File: src/rtl/srtc_pkg.sv
// ----------------------------------------------------------------------------
// srtc_pkg: shared types and constants for the serial RTC port
// Transfer structs, protocol phase and register codes, command bytes and
// the BCD conversion used for the reply bytes.
// ----------------------------------------------------------------------------
`default_nettype none

package srtc_pkg;

  localparam int REPLY_DEPTH = 7;

  typedef enum logic [1:0] {
    MODE_PINS   = 2'd0,
    MODE_DIR    = 2'd1,
    MODE_ENABLE = 2'd2,
    MODE_NONE   = 2'd3
  } mode_t;

  typedef enum logic [1:0] {
    PH_IDLE    = 2'd0,
    PH_CMD     = 2'd1,
    PH_REPLY   = 2'd2,
    PH_SWALLOW = 2'd3
  } phase_t;

  localparam logic [7:0] CMD_RESET    = 8'h60;
  localparam logic [7:0] CMD_SKIP     = 8'h62;
  localparam logic [7:0] CMD_STATUS   = 8'h63;
  localparam logic [7:0] CMD_DATETIME = 8'h65;
  localparam logic [7:0] CMD_TIME     = 8'h67;

  localparam logic [7:0] STATUS_BYTE = 8'h40;
  localparam logic [7:0] DIR_READ    = 8'd5;

  localparam logic [2:0] LEN_STATUS   = 3'd1;
  localparam logic [2:0] LEN_DATETIME = 3'd7;
  localparam logic [2:0] LEN_TIME     = 3'd3;

  typedef struct packed {
    mode_t      mode;
    logic [7:0] value;
    logic [6:0] year;
    logic [3:0] month;
    logic [4:0] day;
    logic [2:0] weekday;
    logic [4:0] hour;
    logic [5:0] minute;
    logic [5:0] second;
  } in_t;

  typedef struct packed {
    logic [7:0] data_pins;
    phase_t     phase;
  } out_t;

  typedef logic [REPLY_DEPTH-1:0][7:0] reply_bank_t;

  // Two-digit BCD of (v mod 100); tens via multiply by 103/1024, exact below 100
  function automatic logic [7:0] bcd_of(input logic [6:0] v);
    logic [6:0]  r;
    logic [13:0] prod;
    logic [3:0]  tens;
    logic [6:0]  tens_x10;
    logic [6:0]  units;
    r        = (v >= 7'd100) ? (v - 7'd100) : v;
    prod     = {7'b0, r} * 14'd103;
    tens     = prod[13:10];
    tens_x10 = {tens, 3'b000} + {2'b00, tens, 1'b0};
    units    = r - tens_x10;
    return {tens, units[3:0]};
  endfunction

endpackage

`default_nettype wire

File: src/rtl/serial_rtc_port_unit.sv
// ----------------------------------------------------------------------------
// serial_rtc_port_unit: bit-banged serial RTC behind three pin registers
// Each input transfer is a bus write to the data, direction or enable
// register; the result reports the data pins and protocol phase after it.
// ----------------------------------------------------------------------------
//  channel | signals                     | role
//  --------+-----------------------------+-----------------------------------
//  in      | in_valid  in_ready  in_data | one bus write plus current time
//  out     | out_valid out_ready out_data| pin register and phase after write
//  cfg     | cfg_we    cfg_wdata         | clock enable, written immediately
//
//  One result per input transfer, registered in the cycle after acceptance.
//  Throughput is one transfer per cycle unless the output stalls: protocol
//  state updates in the accept cycle; the result lands in one output register.
//  in_ready stays high while the output register is empty or being drained.
//  Synchronous reset clears all protocol state; clock enable resets to 1.
// ----------------------------------------------------------------------------
`default_nettype none

module serial_rtc_port_unit
  import srtc_pkg::*;
(
  input  var logic clk,
  input  var logic rst,
  input  var logic cfg_we,
  input  var logic cfg_wdata,
  input  var logic in_valid,
  output logic     in_ready,
  input  var in_t  in_data,
  output logic     out_valid,
  input  var logic out_ready,
  output out_t     out_data
);

  logic        clock_enabled;
  phase_t      phase,       phase_next;
  logic [7:0]  cmd,         cmd_next;
  logic [5:0]  bit_count,   bit_count_next;
  logic [2:0]  reply_len,   reply_len_next;
  reply_bank_t reply,       reply_next;
  logic        pin_bit,     pin_bit_next;
  logic        enable_nz,   enable_nz_next;
  logic        dir_read,    dir_read_next;

  reply_bank_t time_bytes;
  logic        fire;
  logic        clk_b, sel_b, data_b;
  logic [5:0]  bc_inc;
  logic [5:0]  target;
  logic [7:0]  cmd_shifted;
  logic [2:0]  idx;
  logic [7:0]  cur_byte;
  out_t        result;

  srtc_time_enc u_time_enc (
    .item  (in_data),
    .bytes (time_bytes)
  );

  assign in_ready = !out_valid || out_ready;
  assign fire     = in_valid && in_ready;

  assign clk_b  = in_data.value[0];
  assign data_b = in_data.value[1];
  assign sel_b  = in_data.value[0] && in_data.value[2];
  assign bc_inc = bit_count + 6'd1;
  assign target = {reply_len, 3'b000};
  assign idx    = bit_count[5:3];
  assign cur_byte = (idx == 3'd7) ? 8'h00 : reply[idx];
  assign cmd_shifted = (bit_count[5:3] == 3'd0)
                     ? (cmd | (8'(data_b) << (3'd7 - bit_count[2:0])))
                     : cmd;

  // Next state
  always_comb begin
    phase_next     = phase;
    cmd_next       = cmd;
    bit_count_next = bit_count;
    reply_len_next = reply_len;
    reply_next     = reply;
    pin_bit_next   = pin_bit;
    enable_nz_next = enable_nz;
    dir_read_next  = dir_read;
    if (fire && clock_enabled) begin
      unique case (in_data.mode)
        MODE_ENABLE: enable_nz_next = |in_data.value;
        MODE_DIR:    dir_read_next  = (in_data.value == DIR_READ);
        MODE_PINS: begin
          if (enable_nz && !dir_read) begin
            // write direction: shift in a command, MSB first
            if (phase == PH_IDLE) begin
              if (sel_b) begin
                phase_next = PH_CMD;
                cmd_next   = 8'h00;
              end
            end else if (phase == PH_CMD && clk_b) begin
              cmd_next = cmd_shifted;
              if (bc_inc[5:3] == 3'd0) begin
                bit_count_next = bc_inc;
              end else begin
                bit_count_next = 6'd0;
                unique case (cmd_shifted)
                  CMD_RESET: phase_next = PH_IDLE;
                  CMD_SKIP: begin
                    phase_next     = PH_SWALLOW;
                    reply_len_next = LEN_STATUS;
                  end
                  CMD_STATUS: begin
                    phase_next     = PH_REPLY;
                    reply_len_next = LEN_STATUS;
                    reply_next[0]  = STATUS_BYTE;
                  end
                  CMD_DATETIME: begin
                    phase_next     = PH_REPLY;
                    reply_len_next = LEN_DATETIME;
                    reply_next     = time_bytes;
                  end
                  CMD_TIME: begin
                    phase_next     = PH_REPLY;
                    reply_len_next = LEN_TIME;
                    reply_next[0]  = time_bytes[4];
                    reply_next[1]  = time_bytes[5];
                    reply_next[2]  = time_bytes[6];
                  end
                  default: ;
                endcase
              end
            end
          end else if (enable_nz) begin
            // read direction: reply bits go out LSB first on pin 1
            if (phase == PH_SWALLOW) begin
              bit_count_next = bc_inc;
              if (bc_inc == target) begin
                bit_count_next = 6'd0;
                phase_next     = PH_IDLE;
              end
            end else begin
              pin_bit_next = cur_byte[bit_count[2:0]];
              if (!clk_b || phase != PH_REPLY) begin
                // select restarts command shift but keeps the bit count
                if (sel_b) begin
                  phase_next = PH_CMD;
                  cmd_next   = 8'h00;
                end
              end else begin
                bit_count_next = bc_inc;
                if (bc_inc == target) begin
                  bit_count_next = 6'd0;
                  phase_next     = PH_IDLE;
                  cmd_next       = 8'h00;
                end
              end
            end
          end
        end
        MODE_NONE: ;
        default: ;
      endcase
    end
  end

  // Result of the accepted transfer
  always_comb begin
    result.data_pins = {6'b000000, pin_bit_next, 1'b0};
    result.phase     = phase_next;
  end

  always_ff @(posedge clk) begin
    if (rst) begin
      clock_enabled <= 1'b1;
      phase         <= PH_IDLE;
      cmd           <= 8'h00;
      bit_count     <= 6'd0;
      reply_len     <= 3'd0;
      reply         <= '0;
      pin_bit       <= 1'b0;
      enable_nz     <= 1'b0;
      dir_read      <= 1'b0;
      out_valid     <= 1'b0;
    end else begin
      if (cfg_we) begin
        clock_enabled <= cfg_wdata;
      end
      phase     <= phase_next;
      cmd       <= cmd_next;
      bit_count <= bit_count_next;
      reply_len <= reply_len_next;
      reply     <= reply_next;
      pin_bit   <= pin_bit_next;
      enable_nz <= enable_nz_next;
      dir_read  <= dir_read_next;
      if (fire) begin
        out_valid <= 1'b1;
      end else if (out_ready) begin
        out_valid <= 1'b0;
      end
    end
  end

  // Payload holds until the next accepted transfer
  always_ff @(posedge clk) begin
    if (fire) begin
      out_data <= result;
    end
  end

endmodule

`default_nettype wire

File: src/rtl/srtc_time_enc.sv
// ----------------------------------------------------------------------------
// srtc_time_enc: calendar time to reply bytes
// Converts the binary time fields of a transfer into the BCD byte bank
// loaded by the date/time command; weekday is rebased to Monday first.
// ----------------------------------------------------------------------------
`default_nettype none

module srtc_time_enc
  import srtc_pkg::*;
(
  input  var in_t         item,
  output reply_bank_t     bytes
);

  logic [2:0] weekday_mon;

  // Sunday moves to the end of the week
  assign weekday_mon = (item.weekday == 3'd0) ? 3'd6 : (item.weekday - 3'd1);

  assign bytes[0] = bcd_of(item.year);
  assign bytes[1] = bcd_of({3'b000, item.month});
  assign bytes[2] = bcd_of({2'b00, item.day});
  assign bytes[3] = bcd_of({4'b0000, weekday_mon});
  assign bytes[4] = bcd_of({2'b00, item.hour});
  assign bytes[5] = bcd_of({1'b0, item.minute});
  assign bytes[6] = bcd_of({1'b0, item.second});

endmodule

`default_nettype wire

File: config.mk
export PLATFORM = sky130hd
export DESIGN_NAME = serial_rtc_port_unit
export DESIGN_NICKNAME = d
export VERILOG_FILES = /design/src/rtl/srtc_pkg.sv /design/src/rtl/serial_rtc_port_unit.sv /design/src/rtl/srtc_time_enc.sv
export SDC_FILE = /design/constraint.sdc
export NUM_CORES = 1
export LEC_CHECK = 0
export BUFFER_PORTS_ARGS = -buffer_cell sky130_fd_sc_hd__buf_2
export CORE_ASPECT_RATIO = 1.5
export CORE_MARGIN = 3
export CORE_UTILIZATION = 55
export CTS_CLUSTER_DIAMETER = 40
export DETAILED_ROUTE_END_ITERATION = 6
export PLACE_DENSITY_LB_ADDON = 0.2
export REMOVE_ABC_BUFFERS = 1
export SLEW_MARGIN = 20
export SYNTH_ARGS = -nofsm -noshare
export SYNTH_HDL_FRONTEND = slang
export SYNTH_SLANG_ARGS = --single-unit
File: constraint.sdc
create_clock -name clk -period 7.7 [get_ports clk]
set_clock_uncertainty 0.2 [all_clocks]
set_input_delay 0.385 -clock clk [delete_from_list [all_inputs] [get_ports clk]]
set_output_delay 0.385 -clock clk [all_outputs]
set_load 0.05 [all_outputs]
# Word-level counts from Yosys, hierarchy flattened
# Cells that the tools add are included.
# op_classes
n_addsub	18
n_mul	6
order_cmp	5
eq_ne	18
shift	1
muxes	48
bitwise_logic	3
n_reduce_logical	32
# ops
cell	count
$mux 8	11
$mux 6	8
$mul 7x7->14 const B	3
$eq 8x7->1 const B	5
$pmux 16 s2	1
$reduce_and 7->1	4
$bmux 8 s3	1
$mul 5x7->12 const B	2
$pmux 8 s3	1
$sub 4x4->4	6
$mux 2	11
$mux 7	3
$ge 6x7->1 const B	2
$sub 6x7->7 const B	2
$add 4x4->4	3
$reduce_and 6->1	2
$mul 4x7->11 const B	1
$logic_not 3->1	3
$pmux 3 s3	1
$reduce_bool 3->1	3
$add 4x3->4	2
$eq 8x3->1 const B	1
$lt 3x4->1 const B	2
$mux 1	8
29 further kinds	45
# totals
ff_bits	76
output_inout_bits	12

# Depth between registers and ports, before layout
# Gate-level depths: netlist (run 1).
# logic_depth
ltp_word	13
depth_mapped	24
depth_no_buf	24

# Cells and area by module
# A second synthesis (run 1) with hierarchy kept.
# hier_totals
hier_cells	1081
hier_area_um2	9490.4
# modules_own_cells
module	n_inst	cells_each	area_per_inst_um2	seq_area_each_um2
srtc_time_enc	1	543	4833.4	0.0
serial_rtc_port_unit	1	538	4657.0	1691.6

# Least setup slack after synthesis (run 1)
# OpenSTA, ideal clock, no wires.
# synth_timing
kind	input to register
start	input port in_data[32] (netlist bit)
end	register reply[3] (netlist bit)
setup_time_ns	0.133
arrival_ns	5.408
t_required_ns	7.367
setup_slack_ns	1.960
stages	24
path_cell_list	inv_1 ha_1 a2111oi_0 nor2_1 nand2_1 xor2_1 inv_1 ha_1 ha_1 inv_1 fa_1 fa_1 inv_1 ha_1 nand4_1 a2111o_1 o2111a_1 xnor2_1 ha_1 and2_1 o31a_1 o211a_1 o211ai_1 a31oi_1
# synth_via
elab_chain_len	6
word_cells_on_any_way	7
cone_classes	add/sub (3); mul (1); order compare (1); mux (2)
# synth_lines
item	line	rtl
from (decl)	serial_rtc_port_unit.sv:29	input var in_t in_data,
$sub 7x7->7 or $ge 7x7->1 (tied branches)	srtc_pkg.sv:65	r = (v >= 7'd100) ? (v - 7'd100) : v;
$mux 7 *	srtc_pkg.sv:65	
$mul 7x7->14	srtc_pkg.sv:66	prod = {7'b0, r} * 14'd103;
$add 4x4->4	srtc_pkg.sv:68	tens_x10 = {tens, 3'b000} + {2'b00, tens, 1'b0};
$sub 4x4->4 *	srtc_pkg.sv:69	units = r - tens_x10;
$pmux 8 s3 *	serial_rtc_port_unit.sv:102	unique case (cmd_shifted)
to (signal assigned)	serial_rtc_port_unit.sv:188	reply <= reply_next;
to (decl)	serial_rtc_port_unit.sv:40	reply_bank_t reply, reply_next;
# Mark *: on every way between the ends. The rest lies on a longest branch, timed or not.
# A chain may end at the register's enable or synchronous reset.

# Worst setup path in the final report (run 1)
# Ends and elaborated chain as after synthesis.

==> flow_metrics.tcl, run 1 <==
set metrics [dict create \
    status "completed" \
    totalWireLength_mm 19.0 \
    p_leak_uw 0.00452 \
    start_kind "input port" \
    die_x_um 108 \
    grt_max_degree 66 \
    portBuffers 56 \
    cts_buffers 9 \
    start_util_pct 56.7 \
    dr.pass1.iters 4 \
    period_minus_slack_ps 6080 \
    slowest_stage "a2111oi_0" \
    yosysTopAreaCell "ha_1" \
    rsz0062_at_grt "no" \
    syn_inst 1016 \
    p_per_area_nw_per_um2 170 \
    yosysMostFrequentCell "ha_1" \
    grt_pass1_wl_mm 31.9 \
    drc 0 \
    cp_data_arrival_time_ps 6070 \
    synth_warnings 0 \
    cp.required_ps 7690 \
    synth_edf_count 3 \
    crit_buf_inv 5 \
    drive_gt1_share_pct 9.33 \
    synth-seq-cells 76 \
    worst_pin_slew_ps 1020 \
    grt_use_total_pct 22.4 \
    cts_tree "done" \
    timing.rr.start "bit_count[4]$_SDFFE_PP0P_" \
    crit_fanout 4 \
    worst-setup-path-type "in -> reg" \
    die_area_um2 17300 \
    cts_resized 0 \
    setup_tns_ps 0 \
    post-route-period-util_pct 78.9 \
    ios 64 \
    antenna_found_initial 0 \
    async_flop_share_pct 0 \
    clock.fmax_ghz 0.165 \
    clockBufferDepth 2 \
    post_cts_buffers 0 \
    finish.net_count 1327 \
    vias_per_cell 5.68 \
    hp-class "in -> reg" \
    synth_top_area_share_pct 27.9 \
    cpPeakStageDelay_ps 660 \
    core_area_um2 15200 \
    routedWlPerCell_um 15.1 \
    setup_violations 0 \
    cp_common_cell "ha_1" \
    fill_cells 1378 \
    fin_cells 1260 \
    grt_pass1_vias 6987 \
    area_growth_pct 8.46 \
    hold_start "cfg_wdata" \
    cts_hold_buf 0 \
    final_hold_viol_count 0 \
    yosysSeqAreaShare_pct 18.0 \
    routabilityCongestion 0.853 \
    cts.sinks 76 \
    r2r_setup_slack_ps 3860 \
    drtAntennaViolNets 0 \
    vias 7155 \
    maxCapViolCount 0 \
    htreeDepth 3 \
    hpwlAfterDp_mm 15.4 \
    synth_cell_type_count 74 \
    cts_root_buf "clkbuf_16" \
    vdd.ir_drop.worst_v 0.000111 \
    placedCellCount 1244 \
    slew-limit-headroom_pct 31.6 \
    antenna_cells 0 \
    die_h_um 159 \
    crit_family "adder cells" \
    clk_latency_ps 340 \
    rows 55 \
    finalMaxSlewViolations 0 \
    syn_avg_cell_area_um2 8.49 \
    synth_top_flop_cell "dfxtp_1" \
    final_cell_area_um2 9350 \
    synth_area_um2 8620 \
    clkTransAtPathRegs_ps 60 \
    synthTopCellsByArea "ha_1 (28%), dfxtp_1 (17%), fa_1 (6.3%)" \
    drtIter0Drc 355 \
    crit_start "in_data[32]" \
    synthTopCellsByCount "ha_1 (192), inv_1 (128), nand2_1 (93), nor2_1 (74), dfxtp_1 (73)" \
    crit_path_end_kind "flop" \
    grt.overflow.total 0 \
    place_area_um2 9030 \
]
through the flow:
stage / total power (uW) / hold slack (ps) / utilization, % / setup WS [ps]
2_1_floorplan: 948 / 221 / - / 1970
3_3_place_gp: 1120 / 240 / 59.4 / 1490
3_5_place_dp: 1150 / 247 / 59.4 / 1280
4_1_cts: 1610 / 68.7 / 61.5 / 1620
5_1_grt: 1730 / 69.9 / 61.5 / 1060
6_report: 1590 / 72.8 / 61.5 / 1620
state kept, by name (all words and copies together) (netlist names):
register,cells
cmd,8
phase,2
reply_len,3
out_valid,1
pin_bit,1
enable_nz,1
dir_read,1
clock_enabled,1
out_data,3
reply,49
bit_count,6
per-layer routing:
| metal | up-vias | wire (um) | GRT usage (%) |
|---|---|---|---|
| met4 | 0 | 491 | 7.18 |
| met2 | 143 | 10300 | 43.3 |
| met3 | 33 | 595 | 2.19 |
| li1 | 3645 | - | - |
| met5 | - | 0 | 0 |
| met1 | 3334 | 7600 | 24.9 |
power breakdown:
group | leakage, uW | switching, uW | total, uW | internal [uW]
clock network | 0.000162 | 168 | 460 | 292
logic | 0.00373 | 424 | 733 | 309
registers | 0.000618 | 0.833 | 398 | 397
worst reg2reg max path: cells and delay by family (launching register included):
family / cells / cell delay (ps)
DFF: 1 / 610
and+or+nand+nor: 5 / 2500
AOI/OAI and AO/OA: 2 / 450
logic make-up (layout without fill, tap and decap cells):
kind of cell             Yosys count  in the layout  share of synthesized area (%)
AO/OA/AOI/OAI                    195            195                           15.5
XOR/XNOR                          44             44                           4.79
adder cells (fa/ha/maj)          219            219                           34.1
buffers and inverters            167            206                           7.85
flip-flops                        76             76                           18.0
multiplexers                      22             22                           3.35
other                              1              7                         0.0435
AND/OR/NAND/NOR                  292            292                           16.3
worst paths after layout:
path                                end  cells past startpoint
min reg2reg      reply[54]$_SDFFE_PP0P_                      2
max               reply[3]$_SDFFE_PP0P_                     25
max reg2reg      reply[24]$_SDFFE_PP0P_                      7
min          clock_enabled$_SDFFE_PP1P_                      3
cell type report:
type / instances / area (um2) / area share, %
clock buffers: 10 / 239 / 2.55
clock inverters: 6 / 87.6 / 0.936
inverters: 129 / 484 / 5.18
multi-input cells: 779 / 6420 / 68.7
flip-flops and latches: 76 / 1550 / 16.6
well taps: 199 / 249 / 2.66
repair buffers: 61 / 318 / 3.40
layout by cell type, fill, tap and decap left out, types with 22 or more instances in the layout:
cell / count
ha_1: 192
inv_1: 128
nand2_1: 93
nor2_1: 74
dfxtp_1: 73
a21oi_1: 59
buf_2: 56
fa_1: 27
nand3_1: 24
xnor2_1: 23
o21ai_0: 22
No activity file was read; power rests on OpenSTA's default activity.
==> run 2: changes to the inputs <==
clock period = 5.7 ns   (was 7.7 ns; I/O delays follow)
==> run 2 against run 1 <==
Against the previous run:
- sequential share of layout area fell by 0.26 points
- flip-flop and latch count stayed put
- first-iteration DRC count grew 28%
- non-clock buffer count grew 24
- largest power group unchanged
==> flow_metrics.tcl, run 2 (same netlist as run 1, synthesis figures left out) <==
set metrics [dict create \
    status "completed" \
    vias_per_cell 5.68 \
    cts_buffers 9 \
    finish.net_count 1351 \
    crit_fanout 3 \
    vias 7288 \
    core_area_um2 15200 \
    post-route-period-util_pct 94.9 \
    fin_cells 1284 \
    finalMaxSlewViolations 0 \
    grt_pass1_vias 7293 \
    die_h_um 159 \
    period_minus_slack_ps 5410 \
    start_util_pct 56.7 \
    drtAntennaViolNets 0 \
    cp_common_cell "ha_1" \
    drtIter0Drc 455 \
    portBuffers 56 \
    cpPeakStageDelay_ps 520 \
    totalWireLength_mm 19.4 \
    vdd.ir_drop.worst_v 0.000154 \
    cp.required_ps 5700 \
    routabilityCongestion 0.838 \
    grt_max_degree 66 \
    cts_root_buf "clkbuf_16" \
    ios 64 \
    crit_path_end_kind "flop" \
    setup_ws_ps 289 \
    drive_gt1_share_pct 11.2 \
    drc 0 \
    crit_family "adder cells" \
    p_per_area_nw_per_um2 221 \
    worst_pin_slew_ps 1030 \
    clkTransAtPathRegs_ps 60 \
    largest_register_ffs 49 \
    cts.sinks 76 \
    clk_latency_ps 350 \
    cp_data_arrival_time_ps 5410 \
    routedWlPerCell_um 15.1 \
    hpwlAfterDp_mm 15.7 \
    r2r_setup_slack_ps 1940 \
    setup_violations 0 \
    placedCellCount 1265 \
    crit_buf_inv 5 \
    area_growth_pct 10.2 \
    cts_tree "done" \
    final_hold_viol_count 0 \
    regMostFlops "reply" \
    layout.core_utilization_pct 62.5 \
    die_area_um2 17300 \
    reg_top3 "reply x49, cmd x8, bit_count x6" \
    grt_pass1_wl_mm 33.1 \
    clock.fmax_ghz 0.185 \
    maxCapViolCount 0 \
    slowest_stage "fa_1" \
    htreeDepth 3 \
    setup_tns_ps 0 \
    grt.overflow.total 0 \
    rsz0062_at_grt "no" \
    start_kind "input port" \
    antenna_found_initial 0 \
    antenna_cells 0 \
    slew-limit-headroom_pct 30.8 \
    die_x_um 108 \
    place_ws_ps -25.5 \
    dr.pass1.iters 5 \
    final_common_cell "ha_1" \
    rows 55 \
    grt_use_total_pct 23.2 \
    holdWs_ps 13.9 \
    final_cell_mix "ha_1 (192), inv_1 (128), nand2_1 (93), nor2_1 (74), dfxtp_1 (73)" \
    worst-setup-path-type "in -> reg" \
    clockBufferDepth 2 \
    hp-class "in -> reg" \
    p_leak_uw 0.00461 \
]
==> run 2: area by class of cell <==
cell class | instances | area [um2]
fillers | 1398 | 5700
well taps | 199 | 249
inverters | 129 | 484
clock inverters | 6 | 40.0
multi-input cells | 779 | 6450
flip-flops and latches | 76 | 1550
clock buffers | 10 | 229
repair buffers | 85 | 505
==> run 2: timing repair <==
| action | CTS | global route |
|---|---|---|
| hold endpoints to repair | 2 | 0 |
| hold buffers | 3 | 0 |
| buffers inserted | 0 | 0 |
| resized for setup | 0 | 4 |
| endpoints found under the setup margin | 0 | 1 |
==> run 2: layer usage <==
metal	vias up	global-route usage (%)	part of all wire, %
li1	3691	-	-
met1	3413	25.0	39
met2	141	45.2	55
met3	43	2.19	3.0
met4	0	8.39	2.9
met5	-	0	0
==> run 2: final timing paths <==
kind	cells past startpoint	from	to
setup / recovery	25	in_data[29]	reply[3]$_SDFFE_PP0P_
hold / removal	3	in_data[17]	reply[24]$_SDFFE_PP0P_
setup reg to reg	10	bit_count[0]$_SDFFE_PP0P_	reply[37]$_SDFFE_PP0P_
hold reg to reg	2	reply[10]$_SDFFE_PP0P_	reply[10]$_SDFFE_PP0P_
==> run 2: power by group <==
group	internal (uW)	leakage [uW]	switching, uW
registers	537	0.000618	1.11
logic	456	0.00386	583
clock network	294	0.000133	233
total	1290	0.00461	817
==> run 2: through the flow <==
stage	total power, uW	cell area, um2
6_report	2100	9510
5_1_grt	2280	9510
4_1_cts	2120	9480
3_5_place_dp	1590	9190
3_3_place_gp	1560	9190
2_1_floorplan	1280	8450
==> run 2: worst reg2reg max path, cell delays in order, from the launching register on <==
cell and delay [ps]:
dfxtp_1 570, buf_4 320, ha_1 320, nand2b_1 140, mux2i_1 80, a21oi_1 410
nand2_1 260, nor3_4 890, buf_4 300, nand2_1 70, a21oi_1 130
==> run 3: changes to the inputs <==
PLACE_DENSITY = 0.74   (was not set)
PLACE_DENSITY_LB_ADDON = not set   (was 0.2)
==> run 3 against run 2 <==
Against the previous run:
- critical path depth shrank 1
- wire length is 1.7% higher
- clock power is 29% higher
- register-to-register slack got worse by 70 ps
- hold slack better by 8.0 ps
- maximum frequency shrank 1.9%
- power increased by 8.3%
- highest routed layer unchanged
- first-iteration DRC count shrank 15%
- non-clock buffer count increased by 4
- design area rose by 1.4%
- sequential power is essentially flat
==> flow_metrics.tcl, run 3 (same netlist as run 1, synthesis figures left out) <==
set metrics [dict create \
    hpwlAfterDp_mm 15.7 \
    portBuffers 56 \
    crit_path_end "reply[3]$_SDFFE_PP0P_" \
    grt_use_total_pct 23.5 \
    worst-setup-path-type "in -> reg" \
    die_area_um2 17300 \
    core_area_um2 15200 \
    final_hold_viol_count 0 \
    fill_cells 1357 \
    vdd.ir_drop.worst_v 0.000161 \
    cts.sinks 76 \
    regMostFlops "reply" \
    reg2reg_depth 7 \
    totalWireLength_mm 19.7 \
    cp.required_ps 5690 \
    largest_register_ffs 49 \
    slew-limit-headroom_pct 34.8 \
    routedWlPerCell_um 15.3 \
    r2r_setup_slack_ps 1870 \
    clkTransAtPathRegs_ps 60 \
    rows 55 \
    finalMaxSlewViolations 0 \
    p_leak_uw 0.00467 \
    grt_pass1_wl_mm 33.5 \
    crit_path_end_kind "flop" \
    placedCellCount 1267 \
    drive_gt1_share_pct 11.6 \
    worst_pin_slew_ps 976 \
    dr.pass1.iters 5 \
    clockBufferDepth 2 \
    grt.overflow.total 0 \
    setup_tns_ps 0 \
    die_x_um 108 \
    setup_violations 0 \
    cts_buffers 9 \
    timing.rr.start "bit_count[4]$_SDFFE_PP0P_" \
    vias 7339 \
    cts_tree "done" \
    crit_chain "buf_2 > inv_1 > ha_1 > a2111oi_4 > buf_4 > nor2_1 > xnor2_1 > ha_1 > inv_1 > fa_1 > inv_1 > fa_1 > ha_1 > ha_1 > nand4_1 > a2111o_1 > o2111a_1 > xnor2_2 > ha_1 > and2_1 > o31a_1 > o211a_1 > o211ai_1 > a31oi_1" \
    final_common_cell "ha_1" \
    drtIter0Drc 389 \
    p_per_area_nw_per_um2 236 \
    ios 64 \
    drtAntennaViolNets 0 \
    antenna_found_initial 0 \
    cpPeakStageDelay_ps 510 \
    cp_data_arrival_time_ps 5510 \
    finish.net_count 1355 \
    setup_ws_ps 184 \
    final_cell_mix "ha_1 (192), inv_1 (128), nand2_1 (93), nor2_1 (74), dfxtp_1 (73)" \
    reg_top3 "reply x49, cmd x8, bit_count x6" \
    grt_max_degree 66 \
    period_minus_slack_ps 5520 \
    fin_cells 1288 \
    area_growth_pct 11.8 \
    htreeDepth 3 \
    cp_common_cell "ha_1" \
    crit_start "in_data[32]" \
    post-route-period-util_pct 96.8 \
    crit_fanout 3 \
    multi_input_area_um2 6460 \
    status "completed" \
    vias_per_cell 5.70 \
    drc 0 \
    antenna_cells 0 \
    start_util_pct 56.7 \
    die_h_um 159 \
    cts_root_buf "clkbuf_16" \
    slowest_stage "fa_1" \
    hp-class "in -> reg" \
    r2r-end "reply[24]$_SDFFE_PP0P_" \
    maxCapViolCount 0 \
    start_kind "input port" \
    grt_pass1_vias 7428 \
    clock.fmax_ghz 0.181 \
    routabilityCongestion 0.841 \
    seqCellArea_um2 1550 \
    place_ws_ps -212 \
    clk_latency_ps 340 \
]
-- run 3: final cells by class --
class | instances | share of cell area [%]
multi-input combinational | 779 | 67.0
sequential | 76 | 16.1
timing repair buffer | 89 | 5.56
inverter | 129 | 5.02
clock buffer | 11 | 2.64
tap | 199 | 2.58
clock inverter | 5 | 1.10
-- run 3: metrics by stage --
step                      hold slack (ps)  area, um2  utilization [%]  total power [uW]
final                                21.9       9640             63.4              2280
after global routing                 63.8       9640             63.4              2470
after CTS                            12.8       9590             63.1              2280
after detailed placement              245       9200             60.5              1590
after global placement                237       9200             60.5              1550
after floorplan                       154       8450                -              1280
-- run 3: metal layers --
layer  vias to the layer above  part of all wire (%)  global-route usage [%]
li1                       3705                     -                       -
met1                      3440                    39                    25.6
met2                       150                    55                    45.8
met3                        44                   3.1                    2.15
met4                         0                   2.7                    8.44
met5                         -                     0                       0
-- run 3: report_power, final --
part / switching [uW] / internal (uW) / total (uW) / leakage (uW)
Sequential: 1.12 / 537 / 538 / 0.000618
Clock: 227 / 455 / 682 / 0.000171
Combinational: 592 / 467 / 1060 / 0.00388
-- run 3: what timing repair did --
item	in CTS	in global routing
setup endpoints to repair	0	2
hold buffers	3	0
buffers inserted	0	2
hold endpoints to repair	2	0
resized for setup	0	5
-- run 3: how the worst min path moves through the flow --
| stage | from | endpoint | slack [ps] | cells after the start |
|---|---|---|---|---|
| detailed placement | cmd[3]$_SDFFE_PP0P_ | cmd[3]$_SDFFE_PP0P_ | 250 | 1 |
| floorplan | rst | bit_count[2]$_SDFFE_PP0P_ | 150 | 1 |
| finish | in_data[17] | reply[24]$_SDFFE_PP0P_ | 20 | 3 |
| global route | in_data[17] | reply[24]$_SDFFE_PP0P_ | 60 | 3 |
| CTS | in_data[17] | reply[24]$_SDFFE_PP0P_ | 10 | 3 |
| global placement | reply[9]$_SDFFE_PP0P_ | reply[9]$_SDFFE_PP0P_ | 240 | 2 |
-- run 3: critical path: cells and delay by family --
family	cells	cell delay, ps
simple gates	3	340
xor+xnor	2	490
buf+inv	5	430
compound gates	7	1600
fa+ha+maj	7	2360
